--- src/rtl/core/ffba_pkg.sv ---
// ffba_pkg: word types, status and register codes, control bundles
// shared by the allocator controller, datapath and top level
// no dependencies
package ffba_pkg;

  // operation codes
  localparam logic OP_ALLOC = 1'b0;
  localparam logic OP_FREE  = 1'b1;

  // status codes
  localparam logic [2:0] ST_OK        = 3'd0;
  localparam logic [2:0] ST_NO_SPACE  = 3'd1;
  localparam logic [2:0] ST_BAD_SIZE  = 3'd2;
  localparam logic [2:0] ST_RANGE     = 3'd3;
  localparam logic [2:0] ST_NOT_ALLOC = 3'd4;

  // configuration register indexes
  localparam logic [1:0] CFG_BASE_ADDRESS = 2'd0;
  localparam logic [1:0] CFG_BLOCK_SIZE   = 2'd1;
  localparam logic [1:0] CFG_BLOCK_COUNT  = 2'd2;

  // register reset values
  localparam logic [31:0] RST_BASE_ADDRESS = 32'd0;
  localparam logic [15:0] RST_BLOCK_SIZE   = 16'd64;
  localparam logic [8:0]  RST_BLOCK_COUNT  = 9'd256;

  // divider geometry
  localparam int DIV_STEPS = 32;
  localparam int DIV_CW    = $clog2(DIV_STEPS);

  typedef struct packed {
    logic        operation;
    logic [23:0] size_bytes;
    logic [31:0] free_address;
  } in_word_t;

  typedef struct packed {
    logic [2:0]  status;
    logic [31:0] alloc_address;
  } out_word_t;

  // controller to datapath commands
  typedef struct packed {
    logic       latch;
    logic       div_start;
    logic       div_sel;
    logic       need_ld;
    logic       first_ld;
    logic       last_ld;
    logic       idx_clr;
    logic       idx_run;
    logic       idx_first;
    logic       idx_inc;
    logic       run_upd;
    logic       mem_rd;
    logic       clr_wr;
    logic       mark_wr;
    logic       free_wr;
    logic       mul_sel;
    logic       mul_ld;
    logic       res_ld;
    logic       res_addr;
    logic [2:0] res_code;
  } cmd_t;

  // datapath to controller status
  typedef struct packed {
    logic size_zero;
    logic is_free;
    logic div_done;
    logic scan_end;
    logic clear_end;
    logic found;
    logic mark_end;
    logic in_range;
    logic free_end;
    logic past;
    logic not_alloc;
    logic out_busy;
  } sts_t;

endpackage

--- src/rtl/core/ffba_div.sv ---
// ffba_div: restoring unsigned divider, 32-bit dividend by 16-bit divisor,
// one quotient bit per cycle
// depends on ffba_pkg
module ffba_div (
  input  logic        clk,
  input  logic        rst_n,
  input  logic        start,
  input  logic [31:0] dividend,
  input  logic [15:0] divisor,
  output logic        done,
  output logic [31:0] quotient
);

  logic                      busy_r;
  logic                      done_r;
  logic [ffba_pkg::DIV_CW-1:0] cnt_r;
  logic [16:0]               rem_r;
  logic [31:0]               q_r;
  logic [15:0]               dvs_r;
  logic [16:0]               rem_sh;
  logic                      ge;
  logic [16:0]               rem_nxt;

  // one restoring step
  always_comb begin
    rem_sh  = {rem_r[15:0], q_r[31]};
    ge      = rem_sh >= {1'b0, dvs_r};
    rem_nxt = ge ? (rem_sh - {1'b0, dvs_r}) : rem_sh;
  end

  // control
  always_ff @(posedge clk) begin
    if (!rst_n) begin
      busy_r <= 1'b0;
      done_r <= 1'b0;
      cnt_r  <= '0;
    end else begin
      done_r <= 1'b0;
      if (start) begin
        busy_r <= 1'b1;
        cnt_r  <= '0;
      end else if (busy_r) begin
        cnt_r <= cnt_r + 1'b1;
        if (cnt_r == ffba_pkg::DIV_CW'(ffba_pkg::DIV_STEPS - 1)) begin
          busy_r <= 1'b0;
          done_r <= 1'b1;
        end
      end
    end
  end

  // operands
  always_ff @(posedge clk) begin
    if (start) begin
      rem_r <= '0;
      q_r   <= dividend;
      dvs_r <= divisor;
    end else if (busy_r) begin
      rem_r <= rem_nxt;
      q_r   <= {q_r[30:0], ge};
    end
  end

  assign done     = done_r;
  assign quotient = q_r;

endmodule

--- src/rtl/core/ffba_datapath.sv ---
// ffba_datapath: request register, bitmap memory, index and run counters,
// shared divider, address multiplier and result register
// depends on ffba_pkg and ffba_div
module ffba_datapath #(
  parameter int MAX_BLOCKS = 256
) (
  input  logic                     clk,
  input  logic                     rst_n,
  input  ffba_pkg::cmd_t           cmd,
  output ffba_pkg::sts_t           sts,
  input  ffba_pkg::in_word_t       in_word,
  input  logic [31:0]              base,
  input  logic [15:0]              bs_eff,
  input  logic [$clog2(MAX_BLOCKS+1)-1:0] n_eff,
  input  logic                     out_stall,
  output logic                     out_valid,
  output ffba_pkg::out_word_t      out_word
);

  localparam int NW = $clog2(MAX_BLOCKS + 1);
  localparam int AW = $clog2(MAX_BLOCKS);
  localparam int PW = NW + 16;

  ffba_pkg::in_word_t  req_r;
  ffba_pkg::out_word_t out_word_r;
  logic                out_valid_r;

  logic [NW-1:0] idx_r, run_r, start_r, end_r, first_r, last_r;
  logic [31:0]   need_r;
  logic          past_r, not_alloc_r;
  logic          rd_data_r;
  logic [PW-1:0] prod_r;
  logic          mem [MAX_BLOCKS];

  logic [31:0] div_dvd, quot;
  logic        div_done;
  logic [32:0] last_sum;
  logic        last_past;
  logic        found;
  logic        mem_we;
  logic [NW-1:0] mul_a;
  logic [32:0] end_addr;

  // request word
  always_ff @(posedge clk) begin
    if (cmd.latch) req_r <= in_word;
  end

  // divider operand select: byte length rounded up, or offset into region
  assign div_dvd = cmd.div_sel
                 ? (req_r.free_address - base)
                 : (32'(req_r.size_bytes) + 32'(bs_eff) - 32'd1);

  ffba_div u_div (
    .clk      (clk),
    .rst_n    (rst_n),
    .start    (cmd.div_start),
    .dividend (div_dvd),
    .divisor  (bs_eff),
    .done     (div_done),
    .quotient (quot)
  );

  // run bounds for free
  assign last_sum  = 33'(first_r) + 33'(quot);
  assign last_past = last_sum > 33'(n_eff);

  always_ff @(posedge clk) begin
    if (cmd.need_ld)  need_r  <= quot;
    if (cmd.first_ld) first_r <= quot[NW-1:0];
    if (cmd.last_ld) begin
      past_r <= last_past;
      last_r <= last_past ? n_eff : last_sum[NW-1:0];
    end
    if (cmd.latch)                      not_alloc_r <= 1'b0;
    else if (cmd.free_wr && !rd_data_r) not_alloc_r <= 1'b1;
  end

  // block index
  always_ff @(posedge clk) begin
    if (!rst_n)             idx_r <= '0;
    else if (cmd.idx_clr)   idx_r <= '0;
    else if (cmd.idx_run)   idx_r <= start_r;
    else if (cmd.idx_first) idx_r <= first_r;
    else if (cmd.idx_inc)   idx_r <= idx_r + 1'b1;
  end

  // free run tracking during the first-fit scan
  assign found = !rd_data_r && ((32'(run_r) + 32'd1) >= need_r);

  always_ff @(posedge clk) begin
    if (cmd.idx_clr) begin
      run_r <= '0;
    end else if (cmd.run_upd) begin
      if (rd_data_r) begin
        run_r <= '0;
      end else begin
        if (run_r == '0) start_r <= idx_r;
        run_r <= run_r + 1'b1;
        if (found) end_r <= idx_r;
      end
    end
  end

  // used bitmap
  assign mem_we = cmd.clr_wr | cmd.mark_wr | cmd.free_wr;

  always_ff @(posedge clk) begin
    if (mem_we)     mem[idx_r[AW-1:0]] <= cmd.mark_wr;
    if (cmd.mem_rd) rd_data_r <= mem[idx_r[AW-1:0]];
  end

  // block times block size: run start or region length
  assign mul_a = cmd.mul_sel ? n_eff : start_r;

  always_ff @(posedge clk) begin
    if (cmd.mul_ld) prod_r <= PW'(mul_a) * PW'(bs_eff);
  end

  assign end_addr = 33'(base) + 33'(prod_r);

  // result register
  always_ff @(posedge clk) begin
    if (!rst_n) begin
      out_valid_r <= 1'b0;
    end else if (cmd.res_ld) begin
      out_valid_r <= 1'b1;
    end else if (!out_stall) begin
      out_valid_r <= 1'b0;
    end
  end

  always_ff @(posedge clk) begin
    if (cmd.res_ld) begin
      out_word_r.status        <= cmd.res_code;
      out_word_r.alloc_address <= cmd.res_addr ? (base + 32'(prod_r)) : 32'd0;
    end
  end

  assign out_valid = out_valid_r;
  assign out_word  = out_word_r;

  // status to controller
  always_comb begin
    sts.size_zero = req_r.size_bytes == '0;
    sts.is_free   = req_r.operation == ffba_pkg::OP_FREE;
    sts.div_done  = div_done;
    sts.scan_end  = idx_r >= n_eff;
    sts.clear_end = idx_r == NW'(MAX_BLOCKS - 1);
    sts.found     = found;
    sts.mark_end  = idx_r == end_r;
    sts.in_range  = (req_r.free_address >= base) && (33'(req_r.free_address) < end_addr);
    sts.free_end  = idx_r >= last_r;
    sts.past      = past_r;
    sts.not_alloc = not_alloc_r;
    sts.out_busy  = out_valid_r && out_stall;
  end

endmodule

--- src/rtl/core/ffba_ctrl.sv ---
// ffba_ctrl: sequencer for bitmap clearing, first-fit allocate and free
// depends on ffba_pkg
module ffba_ctrl (
  input  logic           clk,
  input  logic           rst_n,
  input  logic           in_valid,
  output logic           in_stall,
  input  ffba_pkg::sts_t sts,
  output ffba_pkg::cmd_t cmd
);

  typedef enum logic [3:0] {
    S_CLEAR, S_IDLE, S_DISPATCH, S_NDIV, S_SCAN_RD, S_SCAN_CHK, S_MARK_SET,
    S_MARK, S_AMUL, S_FRANGE, S_FDIV1, S_FDIV2, S_FREE_RD, S_FREE_WR, S_DONE
  } state_t;

  state_t     state_r, state_nxt;
  logic [2:0] code_r, code_nxt;
  logic       addr_en_r, addr_en_nxt;

  // next state and commands
  always_comb begin
    state_nxt   = state_r;
    code_nxt    = code_r;
    addr_en_nxt = addr_en_r;
    cmd         = '0;
    cmd.res_code = code_r;
    cmd.res_addr = addr_en_r;
    case (state_r)
      S_CLEAR: begin
        cmd.clr_wr  = 1'b1;
        cmd.idx_inc = 1'b1;
        if (sts.clear_end) state_nxt = S_IDLE;
      end
      S_IDLE: begin
        if (in_valid) begin
          cmd.latch = 1'b1;
          state_nxt = S_DISPATCH;
        end
      end
      S_DISPATCH: begin
        addr_en_nxt = 1'b0;
        if (sts.is_free) begin
          cmd.mul_sel = 1'b1;
          cmd.mul_ld  = 1'b1;
          state_nxt   = S_FRANGE;
        end else if (sts.size_zero) begin
          code_nxt  = ffba_pkg::ST_BAD_SIZE;
          state_nxt = S_DONE;
        end else begin
          cmd.div_start = 1'b1;
          state_nxt     = S_NDIV;
        end
      end
      S_NDIV: begin
        if (sts.div_done) begin
          cmd.need_ld = 1'b1;
          cmd.idx_clr = 1'b1;
          state_nxt   = S_SCAN_RD;
        end
      end
      S_SCAN_RD: begin
        if (sts.scan_end) begin
          code_nxt  = ffba_pkg::ST_NO_SPACE;
          state_nxt = S_DONE;
        end else begin
          cmd.mem_rd = 1'b1;
          state_nxt  = S_SCAN_CHK;
        end
      end
      S_SCAN_CHK: begin
        cmd.run_upd = 1'b1;
        cmd.idx_inc = 1'b1;
        state_nxt   = sts.found ? S_MARK_SET : S_SCAN_RD;
      end
      S_MARK_SET: begin
        cmd.idx_run = 1'b1;
        state_nxt   = S_MARK;
      end
      S_MARK: begin
        cmd.mark_wr = 1'b1;
        cmd.idx_inc = 1'b1;
        if (sts.mark_end) state_nxt = S_AMUL;
      end
      S_AMUL: begin
        cmd.mul_ld  = 1'b1;
        code_nxt    = ffba_pkg::ST_OK;
        addr_en_nxt = 1'b1;
        state_nxt   = S_DONE;
      end
      S_FRANGE: begin
        if (!sts.in_range) begin
          code_nxt  = ffba_pkg::ST_RANGE;
          state_nxt = S_DONE;
        end else begin
          cmd.div_start = 1'b1;
          cmd.div_sel   = 1'b1;
          state_nxt     = S_FDIV1;
        end
      end
      S_FDIV1: begin
        if (sts.div_done) begin
          cmd.first_ld  = 1'b1;
          cmd.div_start = 1'b1;
          state_nxt     = S_FDIV2;
        end
      end
      S_FDIV2: begin
        if (sts.div_done) begin
          cmd.last_ld   = 1'b1;
          cmd.idx_first = 1'b1;
          state_nxt     = S_FREE_RD;
        end
      end
      S_FREE_RD: begin
        if (sts.free_end) begin
          if (sts.past)           code_nxt = ffba_pkg::ST_RANGE;
          else if (sts.not_alloc) code_nxt = ffba_pkg::ST_NOT_ALLOC;
          else                    code_nxt = ffba_pkg::ST_OK;
          state_nxt = S_DONE;
        end else begin
          cmd.mem_rd = 1'b1;
          state_nxt  = S_FREE_WR;
        end
      end
      S_FREE_WR: begin
        cmd.free_wr = 1'b1;
        cmd.idx_inc = 1'b1;
        state_nxt   = S_FREE_RD;
      end
      S_DONE: begin
        if (!sts.out_busy) begin
          cmd.res_ld = 1'b1;
          state_nxt  = S_IDLE;
        end
      end
      default: state_nxt = S_IDLE;
    endcase
  end

  // state and registered outputs
  always_ff @(posedge clk) begin
    if (!rst_n) begin
      state_r   <= S_CLEAR;
      code_r    <= ffba_pkg::ST_OK;
      addr_en_r <= 1'b0;
    end else begin
      state_r   <= state_nxt;
      code_r    <= code_nxt;
      addr_en_r <= addr_en_nxt;
    end
  end

  assign in_stall = state_r != S_IDLE;

endmodule

--- src/rtl/core/first_fit_block_allocator_top.sv ---
// first-fit bitmap block allocator: one request word in, one result word out.
// allocate: size divided into blocks, first-fit scan, run marked;
// free: range check, two divisions for run bounds, blocks read and cleared.
// one request in flight; the result register lets the next word in early.
// after reset the bitmap is swept clear with in_stall high
module first_fit_block_allocator_top #(
  parameter int MAX_BLOCKS = 256
) (
  input  logic                clk,
  input  logic                rst_n,
  input  logic                in_valid,
  output logic                in_stall,
  input  ffba_pkg::in_word_t  in_word,
  output logic                out_valid,
  input  logic                out_stall,
  output ffba_pkg::out_word_t out_word,
  input  logic                cfg_we,
  input  logic [1:0]          cfg_index,
  input  logic [31:0]         cfg_data
);

  localparam int NW = $clog2(MAX_BLOCKS + 1);
  localparam int CW = (NW > 9) ? NW : 9;

  logic [31:0]   base_address_r;
  logic [15:0]   block_size_r;
  logic [8:0]    block_count_r;
  logic [15:0]   bs_eff;
  logic [NW-1:0] n_eff;

  ffba_pkg::cmd_t cmd;
  ffba_pkg::sts_t sts;

  // configuration registers
  always_ff @(posedge clk) begin
    if (!rst_n) begin
      base_address_r <= ffba_pkg::RST_BASE_ADDRESS;
      block_size_r   <= ffba_pkg::RST_BLOCK_SIZE;
      block_count_r  <= ffba_pkg::RST_BLOCK_COUNT;
    end else if (cfg_we) begin
      case (cfg_index)
        ffba_pkg::CFG_BASE_ADDRESS: base_address_r <= cfg_data;
        ffba_pkg::CFG_BLOCK_SIZE:   block_size_r   <= cfg_data[15:0];
        ffba_pkg::CFG_BLOCK_COUNT:  block_count_r  <= cfg_data[8:0];
        default: ;
      endcase
    end
  end

  // zero block size acts as one, block count clamps to capacity
  assign bs_eff = (block_size_r == '0) ? 16'd1 : block_size_r;
  assign n_eff  = (CW'(block_count_r) > CW'(MAX_BLOCKS)) ? NW'(MAX_BLOCKS)
                                                         : NW'(block_count_r);

  ffba_ctrl u_ctrl (
    .clk      (clk),
    .rst_n    (rst_n),
    .in_valid (in_valid),
    .in_stall (in_stall),
    .sts      (sts),
    .cmd      (cmd)
  );

  ffba_datapath #(
    .MAX_BLOCKS (MAX_BLOCKS)
  ) u_dp (
    .clk       (clk),
    .rst_n     (rst_n),
    .cmd       (cmd),
    .sts       (sts),
    .in_word   (in_word),
    .base      (base_address_r),
    .bs_eff    (bs_eff),
    .n_eff     (n_eff),
    .out_stall (out_stall),
    .out_valid (out_valid),
    .out_word  (out_word)
  );

  // an accepted word closes the input until its result is queued
  a_busy_after_accept: assert property (@(posedge clk) disable iff (!rst_n)
    in_valid && !in_stall |=> in_stall)
    else $error("input taken twice in a row");

  // only a successful allocate carries an address
  a_addr_zero: assert property (@(posedge clk) disable iff (!rst_n)
    out_valid && (out_word.status != ffba_pkg::ST_OK) |-> out_word.alloc_address == 32'd0)
    else $error("address on a failed result");

  // status stays within the defined codes
  a_status_code: assert property (@(posedge clk) disable iff (!rst_n)
    out_valid |-> out_word.status <= ffba_pkg::ST_NOT_ALLOC)
    else $error("undefined status code");

endmodule

--- config.mk ---
export PLATFORM = sky130hd
export DESIGN_NAME = first_fit_block_allocator_top
export DESIGN_NICKNAME = d
export VERILOG_FILES = /design/src/rtl/core/ffba_pkg.sv /design/src/rtl/core/ffba_div.sv /design/src/rtl/core/ffba_datapath.sv /design/src/rtl/core/ffba_ctrl.sv /design/src/rtl/core/first_fit_block_allocator_top.sv
export SDC_FILE = /design/constraint.sdc
export NUM_CORES = 2
export LEC_CHECK = 0
export ABC_AREA = 1
export ABC_CLOCK_PERIOD_IN_PS = 7580
export BUFFER_PORTS_ARGS = -buffer_cell sky130_fd_sc_hd__buf_4
export CORE_MARGIN = 4
export CORE_UTILIZATION = 35
export CTS_BUF_LIST = sky130_fd_sc_hd__clkbuf_8
export DETAILED_ROUTE_END_ITERATION = 6
export PLACE_DENSITY_LB_ADDON = 0.12
export SYNTH_ARGS = -nofsm -noshare
export SYNTH_HDL_FRONTEND = slang
export SYNTH_SLANG_ARGS = --single-unit
--- constraint.sdc ---
create_clock -name clk -period 7.58 [get_ports clk]
set_clock_uncertainty 0.1 [all_clocks]
set_input_delay 1.516 -clock clk [delete_from_list [all_inputs] [get_ports clk]]
set_output_delay 1.516 -clock clk [all_outputs]
set_load 0.05 [all_outputs]
# Word-level counts from Yosys, hierarchy flattened

Memory sizes are Yosys's and may differ from the RTL's. A register that Yosys moved wholly into a read port is not among the register bits.
Cells that the tools add are included.

Latch bits: 0
Word-level logic and storage cells: 181
Bits in registers: 342
Bits of input ports: 96
Memories kept: 1
RAM bits: 256
Memory bits (read-only): 0
Output and inout port bits: 37

Memory list:

| name     | words | bits a word | read ports | clocked after Yosys merged registers in | wr ports | line                | RTL |
|---|---|---|---|---|---|---|---|
| u_dp.mem | 256   | 1           | 1          | 1                                       | 1        | ffba_datapath.sv:33 | `logic mem [MAX_BLOCKS];` |

Multiplexer cells: 68
$mul: 1
Divide/modulo/power cells: 0
$lt $le $gt $ge: 8
Add/sub/neg operators: 11
Bitwise operators: 6
Equal/unequal tests: 33
Shifts and indexed selects: 0
Reductions and logical operators: 25

Operators by type and width:

| cell                                               | count |
|---|---|
| two-way mux 32 bit                                 | 3 |
| greater-or-equal comparator 32 bit                 | 2 |
| two-way mux 9 bit                                  | 7 |
| one-hot mux 4 bit (15 select lines)                | 1 |
| two-way mux 4 bit                                  | 10 |
| adder 32 x 25 -> 33 bit                            | 1 |
| adder 9 x 32 -> 33 bit                             | 1 |
| > comparator 33 x 9 -> 1 bit                       | 1 |
| less-than comparator 32 x 33 -> 1 bit              | 1 |
| adder 32 x 25 -> 32 bit                            | 1 |
| two-way mux 16 bit                                 | 2 |
| subtractor 32 x 1 -> 32 bit, second input constant | 1 |
| subtractor 32 bit                                  | 1 |
| == test 4 bit, second input constant               | 7 |
| two-way mux 1 bit                                  | 28 |
| adder 24 x 16 -> 25 bit                            | 1 |
| multiplier 9 x 16 -> 25 bit                        | 1 |
| logical NOT 24 bit                                 | 1 |
| two-way mux 3 bit                                  | 8 |
| adder 9 x 1 -> 9 bit, second input constant        | 2 |
| greater-or-equal comparator 9 bit                  | 2 |
| inequality test 2 bit, second input constant       | 9 |
| greater-or-equal comparator 17 x 16 -> 1 bit       | 1 |
| == test 4 x 3 -> 1 bit, second input constant      | 4 |
| 35 further kinds                                   | 56 |

# Depth between registers and ports, before layout

Depth in word-level cells: 7
Depth in mapped cells: 30
Mapped depth without buffers: 29

# Modules after synthesis

From an unflattened synthesis, not the netlist that was laid out.

Cell total of the unflattened synthesis: 4,659
Area total of the unflattened synthesis: 38,543.2 µm²

By module, submodules not included:

| module                        | times used | sequential area each (µm²) | area each (µm²) | cells an instance |
|---|---|---|---|---|
| ffba_datapath                 | 1          | 13,703.1                   | 31,417.6        | 3,679 |
| ffba_div                      | 1          | 1,901.8                    | 4,035.1         | 514 |
| first_fit_block_allocator_top | 1          | 1,141.1                    | 2,183.3         | 308 |
| ffba_ctrl                     | 1          | 160.2                      | 907.1           | 158 |

# Worst setup path after synthesis

No wires, ideal clock.

Kind: reg-to-reg
From: register u_ctrl.state_r[2]
To: memory u_dp.mem[191] (enable)
Cell stages (with the launch flop): 12
Setup time: 0.290 ns
Path buffers: 1
Required time: 7.190 ns
Slack: -0.731 ns
Clock period less this slack: 8.311 ns
Data arrival time: 7.921 ns
Cells stage by stage: dfxtp_1 > inv_1 > nor2_1 > inv_1 > nor2_1 > nor3_1 > inv_2 > buf_2 > nand2_1 > inv_1 > nand2_1 > inv_1

RTL lines:

| item                   | line                | RTL |
|---|---|---|
| start, declared        | ffba_ctrl.sv:17     | `state_t state_r, state_nxt;` |
| start signal, assigned | ffba_ctrl.sv:148    | `state_r <= state_nxt;` |
| end, declared          | ffba_datapath.sv:33 |  |

# Final worst setup path

From: register u_ctrl.state_r[1]
To: register u_dp.prod_r[22] (data pin)

Longest elaborated chain between the ends: 4

RTL lines:

| item                        | line                 | RTL |
|---|---|---|
| == test 4 x 2 -> 1 bit      | ffba_ctrl.sv:29      | `case (state_r)` |
| two-way mux 1 bit           | ffba_ctrl.sv:29      |  |
| two-way mux 9 bit           | ffba_datapath.sv:114 | `assign mul_a = cmd.mul_sel ? n_eff : start_r;` |
| multiplier 9 x 16 -> 25 bit | ffba_datapath.sv:117 | `if (cmd.mul_ld) prod_r <= PW'(mul_a) * PW'(bs_eff);` |
| end signal, assigned        | ffba_datapath.sv:117 |  |
| end, declared               | ffba_datapath.sv:32  | `logic [PW-1:0] prod_r;` |

Every way passes these cells.
A chain may end at the register's enable or synchronous reset.

==> flow_summary.rst <==
.. list-table::
   :header-rows: 1

   * - Metric
     - Value
   * - GRT overflow
     - 0
   * - Internal reg-to-reg setup slack
     - 0.60 ns
   * - Die X
     - 340 um
   * - Number of flops mapped to enable cells by yosys
     - 491
   * - Data arrival time at the worst-slack endpoint
     - 7.44 ns
   * - Stage delay of the slowest cell on the critical path
     - 0.61 ns
   * - FFs w/ async S/R, synth
     - 0
   * - Most common cell after layout, fill and taps aside
     - nand2_1
   * - Final number of max-transition violations
     - 0
   * - Synthesized area divided by synthesized cell count
     - 8.30 um2
   * - Post-route DRC violation count
     - 0
   * - Max Fanout on Critical Path
     - 14
   * - Initial Util
     - 0.354
   * - Number of buffers and inverters on the critical path
     - 9
   * - Max frequency
     - 0.143 GHz
   * - Number of clock sinks
     - 599
   * - Post-detail-place hpwl
     - 98000 um
   * - Hold WC Path Type
     - flip-flop to flip-flop
   * - Max capacitance violation total
     - 0
   * - Vias in the first global route
     - 32000
   * - Post-synthesis sequential area ratio
     - 0.437
   * - Core area
     - 109000 um2
   * - Post-synth cell types
     - 65
   * - RSZ-0062 raised after global routing
     - false
   * - Area of the mapped netlist
     - 38700 um2
   * - Clock root buffer
     - clkbuf_8
   * - Ports
     - 133
   * - Launch point of the critical path
     - u_ctrl.state_r[1]$_SDFFE_PN0P_
   * - Pin slew with the least headroom to its limit
     - 1.15 ns
   * - Wirelength per Cell
     - 20.7 um
   * - Cell family with most CP delay
     - adder cells
   * - Hold buffers post-CTS
     - 0
   * - TritonCTS clock tree
     - done
   * - Number of warnings issued by yosys
     - 0
   * - Final weighted congestion in routability-driven placement
     - 0.938
   * - Register-to-Register Path Depth
     - 28
   * - Die area
     - 116000 um2
   * - Highest-count cells in the layout ignoring fill and taps
     - nand2_1, nor2_1, inv_1, edfxtp_1, o21ai_0
   * - Launching element type of the critical path
     - flip-flop
   * - Post-placement setup slack
     - 0.662 ns
   * - Clock Latency Late Sink
     - 0.82 ns
   * - Area Growth Syn to Fin
     - 12.8%
   * - Maximum ir drop on the vdd rail
     - 0.000118 V
   * - Reg-to-reg startpoint
     - u_ctrl.state_r[1]$_SDFFE_PN0P_
   * - Final Setup Violations
     - 0
   * - Clock Pin Slew Worst Setup and Hold Paths
     - 0.06 ns
   * - Number of levels the H-tree was split into
     - 3
   * - Layout cells sized above 1
     - 0.0873
   * - Power density over the cells
     - 181 nW/um2
   * - Number of placement rows
     - 121
   * - Synth Flop Type
     - edfxtp_1
   * - Cells after synthesis
     - 4662
   * - Sequential Area
     - 16900 um2
   * - Leak pwr
     - 19.0 nW
   * - Total length of routed wires
     - 132000 um
   * - Most frequent CP cell
     - inv_1
   * - Final-layout fill cell count
     - 11400
   * - Buffers inserted during post-CTS setup optimization
     - 0
   * - Height of the chip
     - 340 um
   * - Kind of end point of the critical path
     - flip-flop
   * - Setup TNS
     - 0 ns
   * - Combined area of the multi-input logic cells
     - 18700 um2
   * - Setup WS post-layout
     - 0.600 ns
   * - TritonCTS buffer count
     - 110
   * - Via count
     - 32100
   * - Layout net count
     - 5229
   * - Number of detailed-routing iterations run before antenna repair
     - 5
   * - Total stage count of the critical path
     - 28
   * - Final critical path time including I/O delays and setup
     - 6.98 ns
   * - Initial antenna violation count
     - 2
   * - Worst setup path end
     - u_dp.prod_r[22]$_DFFE_PP_
   * - Outcome
     - completed
   * - Via/cell ratio
     - 5.03
   * - Final Hold Violating Endpoints
     - 0
   * - Aggregate global-route resource usage
     - 0.225
   * - Wire length of the first global-routing pass
     - 199000 um
   * - Post-Synthesis Net Count
     - 5083
   * - #FFs+latches synth
     - 599
   * - Start-to-end type of the worst setup path
     - flip-flop to flip-flop
   * - Count of port buffers added during placement
     - 132
   * - Period Utilization, post-route
     - 0.921
   * - Rel. slew slack
     - 0.233
   * - Slowest stage cell, crit path
     - o21ai_1
   * - Number of nets still failing antenna checks after routing
     - 0
   * - Required @ worst endpoint
     - 8.04 ns
   * - Number of buffers on the longest clock path
     - 3
   * - Number of DRC violations after detailed-routing iteration 0
     - 2278
   * - Pin count of the biggest net entering global routing
     - 122
   * - Crit Reg-Reg Endpoint
     - u_dp.prod_r[22]$_DFFE_PP_
[routing by layer]
metal | global-route usage | routed length [um] | vias to the layer above
li1 | - | - | 15700
met3 | 0.0305 | 6550 | 207
met1 | 0.291 | 57600 | 15300
met4 | 0.102 | 6360 | 0
met2 | 0.376 | 61800 | 865
met5 | 0 | 0 | -
[synth_stat cells (38+ instances only)]
cell	n	area [um2]
a21oi_1	265	1330
clkbuf_1	110	413
dfxtp_1	108	2160
edfxtp_1	491	14700
fa_1	104	2080
ha_1	221	2770
inv_1	638	2390
nand2_1	974	3660
nand3_1	135	676
nand4_1	81	507
nor2_1	719	2700
nor3_1	40	200
o21ai_0	280	1400
o22ai_1	67	419
xnor2_1	38	333
xor2_1	97	850
[metrics by stage]
step	power (mW)	hold slack [ns]	instance area, um2	util	instances
2_1_floorplan	4.30	0.309	38700	-	4662
3_3_place_gp	4.68	0.320	41300	0.378	6171
3_5_place_dp	4.67	0.322	41300	0.378	6171
4_1_cts	8.01	0.337	43600	0.399	6378
5_1_grt	8.26	0.349	43600	0.399	6380
6_report	7.89	0.334	43600	0.399	6381
[worst min path at each step]
stage / from / to / cells past startpoint
2_1_floorplan: u_ctrl.code_r[0]$_SDFFE_PN0P_ / u_dp.out_word[32]$_DFFE_PP_ / 0
3_3_place_gp: u_ctrl.code_r[0]$_SDFFE_PN0P_ / u_dp.out_word[32]$_DFFE_PP_ / 0
3_5_place_dp: u_ctrl.code_r[0]$_SDFFE_PN0P_ / u_dp.out_word[32]$_DFFE_PP_ / 0
4_1_cts: u_ctrl.code_r[0]$_SDFFE_PN0P_ / u_dp.out_word[32]$_DFFE_PP_ / 0
5_1_grt: u_ctrl.code_r[0]$_SDFFE_PN0P_ / u_dp.out_word[32]$_DFFE_PP_ / 0
6_report: u_ctrl.code_r[0]$_SDFFE_PN0P_ / u_dp.out_word[32]$_DFFE_PP_ / 0
[flip-flops by register name (all words and copies together), names as in the netlist, 25 cells and up]
| signal | cells |
|---|---|
| u_dp.out_word | 35 |
| u_dp.u_div.quotient | 32 |
| u_dp.mem | 256 |
| u_dp.prod_r | 25 |
| u_dp.req_r | 56 |
| base_address_r | 32 |
| u_dp.need_r | 32 |
[timing repair]
item                                   CTS  global route
setup endpoints to repair                0             1
gates resized for setup                  0             2
endpoints found under the hold margin    0             0
[final cells by class]
type | count | area share
antenna | 2 | 0.000115
clock buffer | 120 | 0.0378
clock inverter | 87 | 0.0150
inverter | 671 | 0.0578
multi-input combinational | 3254 | 0.430
sequential | 599 | 0.387
tap | 1476 | 0.0423
timing repair buffer | 172 | 0.0299
[kinds of logic after synthesis]
| group | Yosys count | synth area share |
|---|---|---|
| simple gates | 2048 | 0.220 |
| buf+inv | 809 | 0.0795 |
| compound gates | 744 | 0.107 |
| flops | 599 | 0.437 |
| fa+ha+maj | 325 | 0.125 |
| xor+xnor | 137 | 0.0314 |
[where the power goes]
part / switching [mW] / internal [mW]
clock network: 1.51 / 1.78
logic: 0.677 / 0.343
registers: 0.0292 / 3.56
total: 2.22 / 5.68
No activity file was read; power rests on OpenSTA's default activity.
